File: src/cart_header_validator_assert.svh
// ----------------------------------------------------------------------------
// Header validator assertion macros
// Shared concurrent assertion forms, clocked on clock, off during reset.
// ----------------------------------------------------------------------------
`ifndef CART_HEADER_VALIDATOR_ASSERT_SVH
`define CART_HEADER_VALIDATOR_ASSERT_SVH

// same-cycle implication
`define CHV_ASSERT_IMPL(label, ante, cons, msg) \
   label: assert property (@(posedge clock) disable iff (reset) (ante) |-> (cons)) \
      else $error(msg);

// next-cycle implication
`define CHV_ASSERT_NEXT(label, ante, cons, msg) \
   label: assert property (@(posedge clock) disable iff (reset) (ante) |=> (cons)) \
      else $error(msg);

`endif

File: src/chv_pkg.sv
// ----------------------------------------------------------------------------
// Header validator package
// Types, codes and the logo table shared by the validator modules.
// ----------------------------------------------------------------------------
package chv_pkg;

   typedef enum logic [2:0] {
      STATUS_OK       = 3'd0,
      STATUS_LOGO     = 3'd1,
      STATUS_CHECKSUM = 3'd2,
      STATUS_ROM_CODE = 3'd3,
      STATUS_RAM_CODE = 3'd4,
      STATUS_RAM_CONF = 3'd5
   } status_type;

   // header offsets (address minus 0x100)
   localparam logic [6:0] IDX_LOGO_FIRST  = 7'h04;
   localparam logic [6:0] IDX_LOGO_LAST   = 7'h33;
   localparam logic [6:0] IDX_SUM_FIRST   = 7'h34;
   localparam logic [6:0] IDX_SUM_LAST    = 7'h4C;
   localparam logic [6:0] IDX_COLOR       = 7'h43;
   localparam logic [6:0] IDX_KIND        = 7'h47;
   localparam logic [6:0] IDX_ROM_CODE    = 7'h48;
   localparam logic [6:0] IDX_RAM_CODE    = 7'h49;
   localparam logic [6:0] IDX_STORED_SUM  = 7'h4D;

   localparam logic [7:0] KIND_MBC2       = 8'h06;
   localparam logic [7:0] KIND_MBC7       = 8'h22;

   localparam logic [7:0] ROM_CODE_MAX    = 8'h08;
   localparam logic [7:0] ROM_CODE_72     = 8'h52;
   localparam logic [7:0] ROM_CODE_80     = 8'h53;
   localparam logic [7:0] ROM_CODE_96     = 8'h54;
   localparam logic [23:0] ROM_BASE       = 24'h008000;
   localparam logic [23:0] ROM_72_BANKS   = 24'h120000;
   localparam logic [23:0] ROM_80_BANKS   = 24'h140000;
   localparam logic [23:0] ROM_96_BANKS   = 24'h180000;
   localparam logic [23:0] ROM_1M         = 24'h100000;

   localparam logic [7:0] RAM_CODE_NONE   = 8'h00;
   localparam logic [7:0] RAM_CODE_2K     = 8'h01;
   localparam logic [7:0] RAM_CODE_8K     = 8'h02;
   localparam logic [7:0] RAM_CODE_32K    = 8'h03;
   localparam logic [7:0] RAM_CODE_128K   = 8'h04;
   localparam logic [7:0] RAM_CODE_64K    = 8'h05;

   localparam logic [7:0] COLOR_REQ_MASK  = 8'h80;
   localparam logic [7:0] COLOR_ENH_MASK  = 8'h40;

   localparam logic [7:0] LOGO_TABLE [48] = '{
      8'hCE, 8'hED, 8'h66, 8'h66, 8'hCC, 8'h0D, 8'h00, 8'h0B,
      8'h03, 8'h73, 8'h00, 8'h83, 8'h00, 8'h0C, 8'h00, 8'h0D,
      8'h00, 8'h08, 8'h11, 8'h1F, 8'h88, 8'h89, 8'h00, 8'h0E,
      8'hDC, 8'hCC, 8'h6E, 8'hE6, 8'hDD, 8'hDD, 8'hD9, 8'h99,
      8'hBB, 8'hBB, 8'h67, 8'h63, 8'h6E, 8'h0E, 8'hEC, 8'hCC,
      8'hDD, 8'hDC, 8'h99, 8'h9F, 8'hBB, 8'hB9, 8'h33, 8'h3E
   };

   // captured header state
   typedef struct packed {
      logic [7:0] checksum_acc;
      logic       logo_bad;
      logic [7:0] stored_sum;
      logic [7:0] cart_kind;
      logic [7:0] rom_code;
      logic [7:0] ram_code;
      logic [1:0] color_bits;
   } hdr_state_type;

   typedef struct packed {
      logic [1:0]  color_support;
      logic [17:0] ram_bytes;
      logic [23:0] rom_bytes;
      status_type  status;
   } verdict_type;

endpackage

File: src/chv_judge.sv
// ----------------------------------------------------------------------------
// Header verdict
// Turns the captured header state into status, sizes and color class.
// ----------------------------------------------------------------------------
module chv_judge (
   input  chv_pkg::hdr_state_type hdr,
   output chv_pkg::verdict_type   verdict
);
   import chv_pkg::*;

   logic [23:0] rom_size;
   logic        rom_ok;
   logic [17:0] ram_size;
   logic        ram_ok;
   logic        special_kind;
   logic [17:0] ram_final;
   logic [1:0]  color;

   always_comb begin
      rom_ok   = 1'b1;
      rom_size = '0;
      if (hdr.rom_code <= ROM_CODE_MAX) begin
         rom_size = ROM_BASE << hdr.rom_code[3:0];
      end else begin
         case (hdr.rom_code)
            ROM_CODE_72: rom_size = ROM_72_BANKS;
            ROM_CODE_80: rom_size = ROM_80_BANKS;
            ROM_CODE_96: rom_size = ROM_96_BANKS;
            default:     rom_ok   = 1'b0;
         endcase
      end
   end

   always_comb begin
      ram_ok = 1'b1;
      case (hdr.ram_code)
         RAM_CODE_NONE: ram_size = 18'd0;
         RAM_CODE_2K:   ram_size = 18'd2048;
         RAM_CODE_8K:   ram_size = 18'd8192;
         RAM_CODE_32K:  ram_size = 18'd32768;
         RAM_CODE_128K: ram_size = 18'd131072;
         RAM_CODE_64K:  ram_size = 18'd65536;
         default: begin
            ram_size = 18'd0;
            ram_ok   = 1'b0;
         end
      endcase
   end

   assign special_kind = (hdr.cart_kind == KIND_MBC2) || (hdr.cart_kind == KIND_MBC7);

   always_comb begin
      if (!special_kind)
         ram_final = ram_size;
      else if (hdr.cart_kind == KIND_MBC2 || rom_size == ROM_1M)
         ram_final = 18'd256;
      else
         ram_final = 18'd512;
   end

   assign color = !hdr.color_bits[1] ? 2'd0 : (!hdr.color_bits[0] ? 2'd1 : 2'd2);

   always_comb begin
      verdict = '0;
      if (hdr.logo_bad)
         verdict.status = STATUS_LOGO;
      else if (hdr.checksum_acc != hdr.stored_sum)
         verdict.status = STATUS_CHECKSUM;
      else if (!rom_ok)
         verdict.status = STATUS_ROM_CODE;
      else if (!ram_ok)
         verdict.status = STATUS_RAM_CODE;
      else if (special_kind && ram_size != 18'd0)
         verdict.status = STATUS_RAM_CONF;
      else begin
         verdict.status        = STATUS_OK;
         verdict.rom_bytes     = rom_size;
         verdict.ram_bytes     = ram_final;
         verdict.color_support = color;
      end
   end

endmodule

File: src/cart_header_validator.sv
// ----------------------------------------------------------------------------
// Cartridge header validator
// Checks logo, checksum and size codes of a streamed header; one verdict per
// header on the byte flagged tlast.
// ----------------------------------------------------------------------------
// Throughput: one header byte per cycle, except while a tlast byte waits on a pending verdict.
// A tlast byte passes the input register, then one update/decode pass into the result
//   register, which drives its verdict on rsp.
// A waiting verdict stalls req only when another tlast byte must retire.
// Reset: synchronous, clears the captured header state and both valid flags.
// ----------------------------------------------------------------------------
`include "cart_header_validator_assert.svh"

module cart_header_validator (
   input  logic        clock,
   input  logic        reset,
   input  logic        req_tvalid,
   output logic        req_tready,
   input  logic [15:0] req_tdata,   // [7:0] header_byte, [14:8] byte_index, [15] zero
   input  logic        req_tlast,   // end_of_header
   output logic        rsp_tvalid,
   input  logic        rsp_tready,
   output logic [47:0] rsp_tdata    // [2:0] status, [26:3] rom_bytes, [44:27] ram_bytes,
                                    // [46:45] color_support, [47] zero
);
   import chv_pkg::*;

   logic          s1_valid_ff;
   logic [7:0]    s1_byte_ff;
   logic [6:0]    s1_index_ff;
   logic          s1_last_ff;
   logic          s1_fire;
   hdr_state_type hdr_ff;
   hdr_state_type hdr_in;
   verdict_type   verdict;
   logic          rsp_valid_ff;
   verdict_type   rsp_data_ff;
   logic [6:0]    logo_off;
   logic [7:0]    sum_step;

   // a plain byte always retires; a tlast byte needs room in the result register
   assign s1_fire    = s1_valid_ff && (!s1_last_ff || !rsp_valid_ff || rsp_tready);
   assign req_tready = !s1_valid_ff || s1_fire;

   always_ff @(posedge clock) begin
      if (reset) begin
         s1_valid_ff <= 1'b0;
      end else if (req_tready) begin
         s1_valid_ff <= req_tvalid;
      end
      if (req_tvalid && req_tready) begin
         s1_byte_ff  <= req_tdata[7:0];
         s1_index_ff <= req_tdata[14:8];
         s1_last_ff  <= req_tlast;
      end
   end

   assign logo_off = s1_index_ff - IDX_LOGO_FIRST;
   assign sum_step = s1_byte_ff + 8'd1;

   always_comb begin
      hdr_in = hdr_ff;
      if (s1_index_ff >= IDX_LOGO_FIRST && s1_index_ff <= IDX_LOGO_LAST) begin
         if (s1_byte_ff != LOGO_TABLE[logo_off[5:0]])
            hdr_in.logo_bad = 1'b1;
      end
      if (s1_index_ff >= IDX_SUM_FIRST && s1_index_ff <= IDX_SUM_LAST)
         hdr_in.checksum_acc = hdr_ff.checksum_acc - sum_step;
      case (s1_index_ff)
         IDX_COLOR: hdr_in.color_bits = {(s1_byte_ff & COLOR_REQ_MASK) != 8'd0,
                                         (s1_byte_ff & COLOR_ENH_MASK) != 8'd0};
         IDX_KIND:       hdr_in.cart_kind  = s1_byte_ff;
         IDX_ROM_CODE:   hdr_in.rom_code   = s1_byte_ff;
         IDX_RAM_CODE:   hdr_in.ram_code   = s1_byte_ff;
         IDX_STORED_SUM: hdr_in.stored_sum = s1_byte_ff;
         default: ;
      endcase
   end

   chv_judge u_judge (
      .hdr     (hdr_in),
      .verdict (verdict)
   );

   always_ff @(posedge clock) begin
      if (reset) begin
         hdr_ff       <= '0;
         rsp_valid_ff <= 1'b0;
      end else begin
         if (s1_fire)
            hdr_ff <= s1_last_ff ? '0 : hdr_in;
         if (s1_fire && s1_last_ff)
            rsp_valid_ff <= 1'b1;
         else if (rsp_tready)
            rsp_valid_ff <= 1'b0;
      end
      if (s1_fire && s1_last_ff)
         rsp_data_ff <= verdict;
   end

   assign rsp_tvalid = rsp_valid_ff;
   assign rsp_tdata  = {1'b0, rsp_data_ff};

   `CHV_ASSERT_IMPL(a_fail_zeroes, rsp_valid_ff && rsp_data_ff.status != STATUS_OK, rsp_data_ff.rom_bytes == 24'd0 && rsp_data_ff.ram_bytes == 18'd0 && rsp_data_ff.color_support == 2'd0, "failed verdict carries nonzero sizes")
   `CHV_ASSERT_NEXT(a_last_gives_rsp, s1_fire && s1_last_ff, rsp_valid_ff, "tlast byte retired without a verdict")
   `CHV_ASSERT_NEXT(a_last_clears, s1_fire && s1_last_ff, hdr_ff == '0, "header state not cleared after verdict")
   `CHV_ASSERT_IMPL(a_no_overwrite, rsp_valid_ff && !rsp_tready, !(s1_fire && s1_last_ff), "pending verdict overwritten")

endmodule

File: config.mk
export PLATFORM = sky130hd
export DESIGN_NAME = cart_header_validator
export DESIGN_NICKNAME = d
export VERILOG_FILES = /design/src/chv_pkg.sv /design/src/chv_judge.sv /design/src/cart_header_validator.sv
export VERILOG_INCLUDE_DIRS = /design/src /design/src/src
export SDC_FILE = /design/constraint.sdc
export NUM_CORES = 1
export LEC_CHECK = 0
export BUFFER_PORTS_ARGS = -buffer_cell sky130_fd_sc_hd__buf_2
export CORE_ASPECT_RATIO = 1.1
export CORE_MARGIN = 2
export CORE_UTILIZATION = 53
export CTS_CLUSTER_SIZE = 16
export DETAILED_ROUTE_END_ITERATION = 10
export GPL_ROUTABILITY_DRIVEN = 0
export PLACE_DENSITY = 0.77
export SYNTH_ARGS = -nofsm -noshare
export SYNTH_HDL_FRONTEND = slang
export SYNTH_SLANG_ARGS = --single-unit
export TNS_END_PERCENT = 50
File: constraint.sdc
create_clock -name clock -period 3.25 [get_ports clock]
set_input_delay 0.1625 -clock clock [delete_from_list [all_inputs] [get_ports clock]]
set_output_delay 0.1625 -clock clock [all_outputs]
set_load 0.1 [all_outputs]
==> results.yml, run 1 <==
status:
  status: "completed"
routing:
  drc_errors: 0
  wire_per_inst_um: 17.1
  met1Wirelength_um: 5800
  wl_um: 14400
  wl_met2_um: 6900
  postRouteAntennaNets: 0
  dr.pass1.iters: 6
  met3_length_um: 1070
  drt_iter0_drc: 462
  maxUsedRoutingLayer: "met4"
  via_per_inst: 6.00
  num_vias: 5044
worst_setup_path:
  path_common_cell: "inv_1"
  critical_path.top_delay_family: "simple AND/OR/NAND/NOR gates"
  crit_type: "flop to flop"
  crit_end: "rsp_tdata[26]$_SDFFCE_PP0P_"
  path_depth: 14
  cpMaxStageDelayCell: "fa_1"
  ff2ff_setup_slack_ns: 0.1
  path_buf_inv: 4
  worstReg2RegEnd: "rsp_tdata[26]$_SDFFCE_PP0P_"
  start_kind: "flop"
  cp.required_ns: 3.43
  cp-startpoint: "s1_byte_ff[0]$_DFFE_PP_"
  rr_worst_depth: 14
  r2r-start: "s1_byte_ff[0]$_DFFE_PP_"
  cpPeakStageDelay_ns: 0.42
  endpoint_kind: "flop"
  cp.arrival_ns: 3.34
  worstPathCellList: "inv_1, ha_1, inv_1, fa_1, nand2b_4, a2111o_1, o311ai_0, mux2i_1, xor2_1, nor2_2, buf_4, nand4_4, buf_8, nor3_2"
  crit_fanout: 5
timing:
  period_minus_slack_ns: 3.15
  fin_ws_ns: 0.0986
  hold_viol_final: 0
  fin_crit_sh_pct: 97.0
  max_slew_margin_pct: 41.9
  tightest_slew_ns: 0.871
  drv_slew: 0
  setup_tns_ns: 0
  finClkSkew_ns: 0.00638
  finalSetupViolCount: 0
  fmax_ghz: 0.317
layout:
  stdcell_count: 840
  regArea_um2: 2010
  syn_to_final_growth_pct: 16.3
  multiInputGateArea_um2: 3290
  final_cell_mix: "nor2_1, dfxtp_1, buf_2"
  nets: 732
  final_util_pct: 63.5
  layout_commonest_cell: "nor2_1"
  n_antenna_cell: 0
  fillers: 830
  post_route_cells_drive_above_1_share_pct: 21.8
clocking:
  cts_root_buf: "clkbuf_16"
  h-tree-depth: 3
  clock_sinks: 82
  clkTransAtPathRegs_ns: 0.06
  numCtsBuffers: 9
  clkLatencyLatePin_ns: 0.34
  tritoncts: "done"
  cts.path.max_buffers: 2
synth:
  synth_area_um2: 5670
  ys_seq_area_share_pct: 35.5
  synth_edf_count: 37
  synth-seq-cells: 82
  dominantRegCellSynth: "dfxtp_1"
  ys_warn_count: 0
  syn_inst: 623
  async_flop_share_pct: 0
  syn_area_per_cell_um2: 9.11
  ys_types: 84
floorplanning:
  dieArea_um2: 11600
  die_y_um: 113
  num_rows: 39
  die_w_um: 103
  pin_count: 71
  core_um2: 10400
  start_util_pct: 54.6
placement:
  dpl.hpwl_um: 9830
  dp_cells: 802
  io_buffers: 42
  post-place-ws_ns: -0.0103
power:
  p_leak_nw: 2.53
  ir_drop_v: 0.000507
  power_density_nw_per_um2: 424
global_routing:
  antenna_found_initial: 0
  first_global_vias: 4806
  grt_pass1_wl_um: 23000
  grt-ovfl-total: 0
  grt_max_degree: 46
  grt_use_total_pct: 25.4
min_path:
  min_path_cells: 3
  min_path_type: "input pin to flop"
job:
  maxCapViolations: 0
## worst reg2reg max path: cells and delay by family, from the launching register on
kind	cells	cell delay, ns
muxes	1	0.18
and+or+nand+nor	4	0.62
adders and majority gates	2	0.61
xor gates and xnor gates	1	0.18
DFF	1	0.39
AOI/OAI and AO/OA	2	0.52
buffers and inverters	4	0.51
## metrics by stage
step	instance area [um^2]	total power, mW	hold WS, ns
after floorplan	5770	1.63	0.261
after global placement	6030	1.71	0.340
after detailed placement	6030	1.72	0.341
after CTS	6500	2.77	0.0901
after global routing	6600	2.89	0.109
final	6600	2.80	0.102
## power breakdown
group	switching, mW	internal (mW)	leakage [nW]
Sequential	0.0163	1.10	0.739
Combinational	0.450	0.198	1.64
Clock	0.423	0.613	0.152
## synthesized netlist by cell type, drive strengths merged (18+ instances only)
library cell | number | share of area, %
xnor2 | 20 | 3.2
edfxtp | 37 | 20
clkbuf | 20 | 1.3
nor2 | 84 | 5.6
a22oi | 38 | 5.0
ha | 18 | 4.0
nor3 | 38 | 4.9
dfxtp | 45 | 16
nand2 | 26 | 1.9
inv | 27 | 1.8
buf | 46 | 5.9
o21ai | 21 | 1.9
a21oi | 25 | 2.3
mux2i | 21 | 3.7
## what timing repair did
| item | CTS | global route |
|---|---|---|
| hold endpoints to repair | 16 | 0 |
| endpoints found under the setup margin | 11 | 21 |
| resized for setup | 2 | 11 |
| setup buffers | 0 | 5 |
| pin swaps | 0 | 5 |
| cloned | 0 | 1 |
| hold buffers | 16 | 0 |
## layer usage
metal | vias up | global-route usage (%)
li1 | 2376 | -
met1 | 2341 | 31.7
met2 | 266 | 40.8
met3 | 61 | 5.04
met4 | 0 | 13.9
met5 | - | 0
## sequential cells by signal, indices dropped and copies added (netlist names)
signal,flops
hdr_ff,43
rsp_tdata,21
s1_byte_ff,8
s1_index_ff,7
rsp_tvalid,1
s1_last_ff,1
s1_valid_ff,1
## cells by family after synthesis
group	share of synthesized area (%)
AND/OR/NAND/NOR	22.7
AO/OA/AOI/OAI	19.3
buffers and inverters	9.04
flip-flops	35.5
XOR/XNOR	5.03
multiplexers	4.17
adder cells (fa/ha/maj)	4.32
other	0.0661
## cell type report
| class | count | share of cell area, % |
|---|---|---|
| inverters | 27 | 1.54 |
| multi-input cells | 474 | 49.9 |
| clock buffers | 13 | 4.27 |
| well taps | 143 | 2.71 |
| clock inverters | 3 | 0.398 |
| repair buffers | 98 | 10.7 |
| flip-flops and latches | 82 | 30.5 |
## worst min path at each step
stage          slack, ns                  endpoint         start
4_1_cts             0.09  s1_valid_ff$_SDFFE_PP0N_    req_tvalid
6_report            0.10  s1_valid_ff$_SDFFE_PP0N_    req_tvalid
3_5_place_dp        0.34   s1_byte_ff[4]$_DFFE_PP_  req_tdata[4]
2_1_floorplan       0.26   s1_byte_ff[0]$_DFFE_PP_  req_tdata[0]
3_3_place_gp        0.34   s1_byte_ff[4]$_DFFE_PP_  req_tdata[4]
5_1_grt             0.11  s1_valid_ff$_SDFFE_PP0N_    req_tvalid
(Power assumes the default switching activity.)
==> inputs of run 2 (changes only) <==
--- a/config.mk
+++ b/config.mk
@@ -15,4 +15,5 @@
 export GPL_ROUTABILITY_DRIVEN = 0
 export PLACE_DENSITY = 0.77
+export SKIP_CTS_REPAIR_TIMING = 1
 export SYNTH_ARGS = -nofsm -noshare
 export SYNTH_HDL_FRONTEND = slang
==> constraint.sdc (replaced) <==
create_clock -name clock -period 3.25 [get_ports clock]
set_input_delay 0.65 -clock clock [delete_from_list [all_inputs] [get_ports clock]]
set_output_delay 0.65 -clock clock [all_outputs]
set_load 0.1 [all_outputs]
==> run 2 against run 1 <==
Compared with the run above:
- non-clock buffer count fell by 19
- clock skew fell by 0.0010 ns
- clock power fell by 4%
- combinational power fell by 6.2%
- worst setup slack improved by 0.034 ns
- count of clock-buffer cells in the layout fell by 1
- sequential share of layout area rose by 1.0 points
- sequential cell count did not move
- critical endpoint is now rsp_tdata[0]$_SDFFCE_PP1P_
- core utilization fell by 2.0 points
- first-iteration DRC count fell by 12%
- die area did not move
- wire length fell by 3.5%
==> results.yml, run 2 (synthesis gave the netlist of run 1 again) <==
status:
  status: "completed"
timing:
  hold_viol_final: 0
  period_minus_slack_ns: 3.12
  tightest_slew_ns: 0.848
  fin_crit_sh_pct: 95.9
  fmax_ghz: 0.321
  rsz0062_at_grt: "true"
  max_slew_margin_pct: 43.4
  finClkSkew_ns: 0.00534
  finalSetupViolCount: 0
  drv_slew: 0
layout:
  finalInstanceArea_um2: 6390
  post_route_cells_drive_above_1_share_pct: 21.7
  layout_commonest_cell: "nor2_1"
  syn_to_final_growth_pct: 12.5
  largest_register_ffs: 43
  final_cell_mix: "nor2_1, dfxtp_1, buf_2"
  final_util_pct: 61.4
  regMostFlops: "hdr_ff"
  nets: 713
  n_antenna_cell: 0
routing:
  postRouteAntennaNets: 0
  dr.pass1.iters: 5
  wire_per_inst_um: 16.9
  wl_um: 13900
  drt_iter0_drc: 406
  drc_errors: 0
  via_per_inst: 6.00
  num_vias: 4929
global_routing:
  first_global_vias: 4677
  antenna_found_initial: 0
  grt_max_degree: 46
  grt-ovfl-total: 0
  grt_use_total_pct: 24.7
  grt_pass1_wl_um: 22400
floorplanning:
  die_w_um: 103
  die_y_um: 113
  num_rows: 39
  start_util_pct: 54.6
  core_um2: 10400
  dieArea_um2: 11600
  pin_count: 71
clocking:
  cts.path.max_buffers: 2
  clkLatencyLatePin_ns: 0.34
  tritoncts: "done"
  h-tree-depth: 3
  clkTransAtPathRegs_ns: 0.06
  cts_root_buf: "clkbuf_16"
  clock_sinks: 82
  numCtsBuffers: 9
placement:
  dpl.hpwl_um: 9920
  io_buffers: 42
  placed_area_um2: 6030
power:
  power_density_nw_per_um2: 427
  p_leak_nw: 2.43
  ir_drop_v: 0.000295
worst_setup_path:
  cp.required_ns: 3.35
  crit_fanout: 22
  cp.arrival_ns: 3.21
  endpoint_kind: "flop"
  crit_type: "flop to flop"
  start_kind: "flop"
min_path:
  min_path_type: "input pin to flop"
job:
  maxCapViolations: 0
run 2: per-stage QoR:
step	power, mW	std cells	hold WS (ns)	setup slack [ns]	setup TNS, ns
6_report	2.72	821	0.482	0.132	0
5_1_grt	2.82	821	0.475	-0.0490	-0.0953
4_1_cts	2.71	818	0.477	-0.0667	-0.293
3_5_place_dp	1.72	802	0.480	-0.0557	-0.218
3_3_place_gp	1.70	802	0.476	0.0508	0
2_1_floorplan	1.63	649	0.453	0.0225	0
run 2: layout make-up:
type | instances | area (um^2)
Inverter | 27 | 101
Multi-Input combinational cell | 474 | 3300
Clock inverter | 4 | 50.0
Timing Repair Buffer | 79 | 508
Tap cell | 143 | 179
Fill cell | 885 | 4010
Clock buffer | 12 | 236
Sequential cell | 82 | 2010
run 2: path summary, 6_finish.rpt:
path | slack [ns] | to | from | cells past startpoint
setup / recovery | 0.13 | rsp_tdata[0]$_SDFFCE_PP1P_ | s1_index_ff[2]$_DFFE_PP_ | 13
hold / removal | 0.48 | s1_byte_ff[4]$_DFFE_PP_ | req_tdata[4] | 1
setup reg to reg | 0.13 | rsp_tdata[0]$_SDFFCE_PP1P_ | s1_index_ff[2]$_DFFE_PP_ | 13
hold reg to reg | 0.51 | hdr_ff[4]$_SDFFE_PP0P_ | hdr_ff[4]$_SDFFE_PP0P_ | 2
run 2: power breakdown:
part / internal [mW] / switching, mW
logic: 0.170 / 0.438
registers: 1.10 / 0.0198
clock network: 0.597 / 0.402
run 2: worst max-delay path, cell delays in order, from the launching register on:
cell and delay, ns:
edfxtp_1 0.42, inv_1 0.11, buf_4 0.21, ha_2 0.25, xor2_2 0.21, buf_4 0.22, nand2_1 0.11, o32a_1 0.20
a31oi_1 0.28, xnor2_1 0.11, nor2_1 0.15, a41oi_2 0.16, buf_12 0.20, a41o_1 0.22
run 2: routing by layer:
| layer | global-route usage (%) | routed length [um] | vias up |
|---|---|---|---|
| met4 | 11.8 | 477 | 0 |
| li1 | - | - | 2331 |
| met1 | 31.5 | 5750 | 2299 |
| met5 | 0 | 0 | - |
| met2 | 39.1 | 6530 | 253 |
| met3 | 5.92 | 1130 | 46 |
==> inputs of run 3 (changes only) <==
- MAX_ROUTING_LAYER: unset -> met4
- REMOVE_ABC_BUFFERS: unset -> 1
- TNS_END_PERCENT: 50 -> unset
==> run 3 against run 2 <==
Compared with the run above:
- sequential cell count stayed put
- non-clock buffer count is 3 higher
- total power is 0.52% lower
- hold slack worse by 0.0065 ns
==> results.yml, run 3 (synthesis gave the netlist of run 1 again) <==
status:
  status: "completed"
routing:
  postRouteAntennaNets: 0
  wire_per_inst_um: 17.3
  drt_iter0_drc: 429
  dr.pass1.iters: 7
  drc_errors: 0
  num_vias: 4977
  wl_um: 14200
  via_per_inst: 6.04
worst_setup_path:
  endpoint_kind: "flop"
  cp.arrival_ns: 3.31
  path_buf_inv: 2
  critical_path.top_delay_family: "simple AND/OR/NAND/NOR gates"
  start_kind: "flop"
  cpMaxStageDelayCell: "or4_1"
  cp.required_ns: 3.44
  cpPeakStageDelay_ns: 0.52
  crit_type: "flop to flop"
  crit_fanout: 4
  worstPathCellList: "inv_1, ha_1, or4_1, o21ai_1, or2_4, o41ai_4, a221oi_4, xor2_2, nand4_2, buf_6, nor3_2"
timing:
  drv_slew: 0
  finalSetupViolCount: 0
  rsz0062_at_grt: "true"
  fmax_ghz: 0.321
  period_minus_slack_ns: 3.12
  max_slew_margin_pct: 41.4
  fin_crit_sh_pct: 95.9
  setup_tns_ns: 0
  tightest_slew_ns: 0.879
  whs_ns: 0.475
  hold_viol_final: 0
  finClkSkew_ns: 0.00621
global_routing:
  antenna_found_initial: 0
  grt_use_total_pct: 26.4
  grt_pass1_wl_um: 23200
  grt_max_degree: 46
  first_global_vias: 4649
  grt-ovfl-total: 0
min_path:
  min_path_type: "input pin to flop"
power:
  p_clk_share_pct: 36.2
  p_leak_nw: 2.45
  p_sw_share_pct: 32.3
  p_seq_share_pct: 41.0
  pwr-share-comb_pct: 22.8
  power_density_nw_per_um2: 422
  p_int_mw: 1.84
  switchingPower_uw: 874
  ir_drop_v: 0.000301
placement:
  io_buffers: 42
  dpl.hpwl_um: 10100
clocking:
  tritoncts: "done"
  h-tree-depth: 3
  numCtsBuffers: 9
  clkTransAtPathRegs_ns: 0.06
  cts.path.max_buffers: 2
  clock_sinks: 82
  clkLatencyLatePin_ns: 0.35
  cts_root_buf: "clkbuf_16"
layout:
  regMostFlops: "hdr_ff"
  final_cell_mix: "nor2_1, dfxtp_1, buf_2"
  n_antenna_cell: 0
  layout_commonest_cell: "nor2_1"
  nets: 716
  largest_register_ffs: 43
  syn_to_final_growth_pct: 13.3
  post_route_cells_drive_above_1_share_pct: 22.0
floorplanning:
  die_w_um: 103
  pin_count: 71
  start_util_pct: 54.6
  core_um2: 10400
  num_rows: 39
  die_y_um: 113
  dieArea_um2: 11600
job:
  maxCapViolations: 0
-- run 3: cell types whose count changed in the layout (fill, tap and decap cells not counted), sizes merged --
cell / change
buf: +3
clkinv: -1
inv: +1
bufinv: -1
clkbuf: +1
-- run 3: stage by stage --
stage / instances / worst slack, ns / power, mW / instance area [um^2] / util, %
final: 824 / 0.133 / 2.71 / 6430 / 61.8
after global routing: 824 / -0.0218 / 2.81 / 6430 / 61.8
after CTS: 821 / -0.110 / 2.69 / 6330 / 60.9
after detailed placement: 805 / -0.0686 / 1.72 / 6050 / 58.2
after global placement: 805 / 0.0520 / 1.71 / 6050 / 58.2
after floorplan: 583 / -0.654 / 1.57 / 5360 / -
-- run 3: worst reg2reg max path, cell delays in order (launching register included) --
cell,delay (ns)
edfxtp_1,0.35
inv_1,0.13
ha_1,0.26
or4_1,0.52
o21ai_1,0.20
or2_4,0.21
o41ai_4,0.09
a221oi_4,0.37
xor2_2,0.31
nand4_2,0.20
buf_6,0.18
nor3_2,0.14
-- run 3: final cells by class --
| type | instances | area [um^2] |
|---|---|---|
| clock buffer | 13 | 260 |
| clock inverter | 3 | 21.3 |
| fill | 868 | 3970 |
| inverter | 27 | 101 |
| multi-input combinational | 474 | 3320 |
| sequential | 82 | 2010 |
| tap | 143 | 179 |
| timing repair buffer | 82 | 534 |
-- run 3: worst paths after layout --
path	end	depth (start not counted)	slack [ns]	start
worst max-delay path	rsp_tdata[43]$_SDFFCE_PP0P_	11	0.13	s1_byte_ff[6]$_DFFE_PP_
worst min-delay path	s1_index_ff[1]$_DFFE_PP_	1	0.48	req_tdata[9]
worst max register to register	rsp_tdata[43]$_SDFFCE_PP0P_	11	0.13	s1_byte_ff[6]$_DFFE_PP_
worst min register to register	hdr_ff[2]$_SDFFE_PP0P_	2	0.49	hdr_ff[2]$_SDFFE_PP0P_
-- run 3: metal layers --
layer | up-vias | wire length (um) | global-route usage, % | part of all wire [%]
met3 | 49 | 1140 | 4.42 | 8.0
met4 | 0 | 523 | 13.6 | 3.7
met1 | 2343 | 5750 | 32.7 | 40
met5 | - | 0 | - | 0
met2 | 245 | 6800 | 40.9 | 48
li1 | 2340 | - | - | -
-- run 3: power by group through the flow --
stage	combinational [mW]	clock, mW	sequential [mW]
finish	0.619	0.981	1.11
global route	0.660	1.03	1.11
CTS	0.589	0.994	1.11
detailed placement	0.587	0	1.13
global placement	0.576	0	1.13
floorplan	0.392	0	1.18
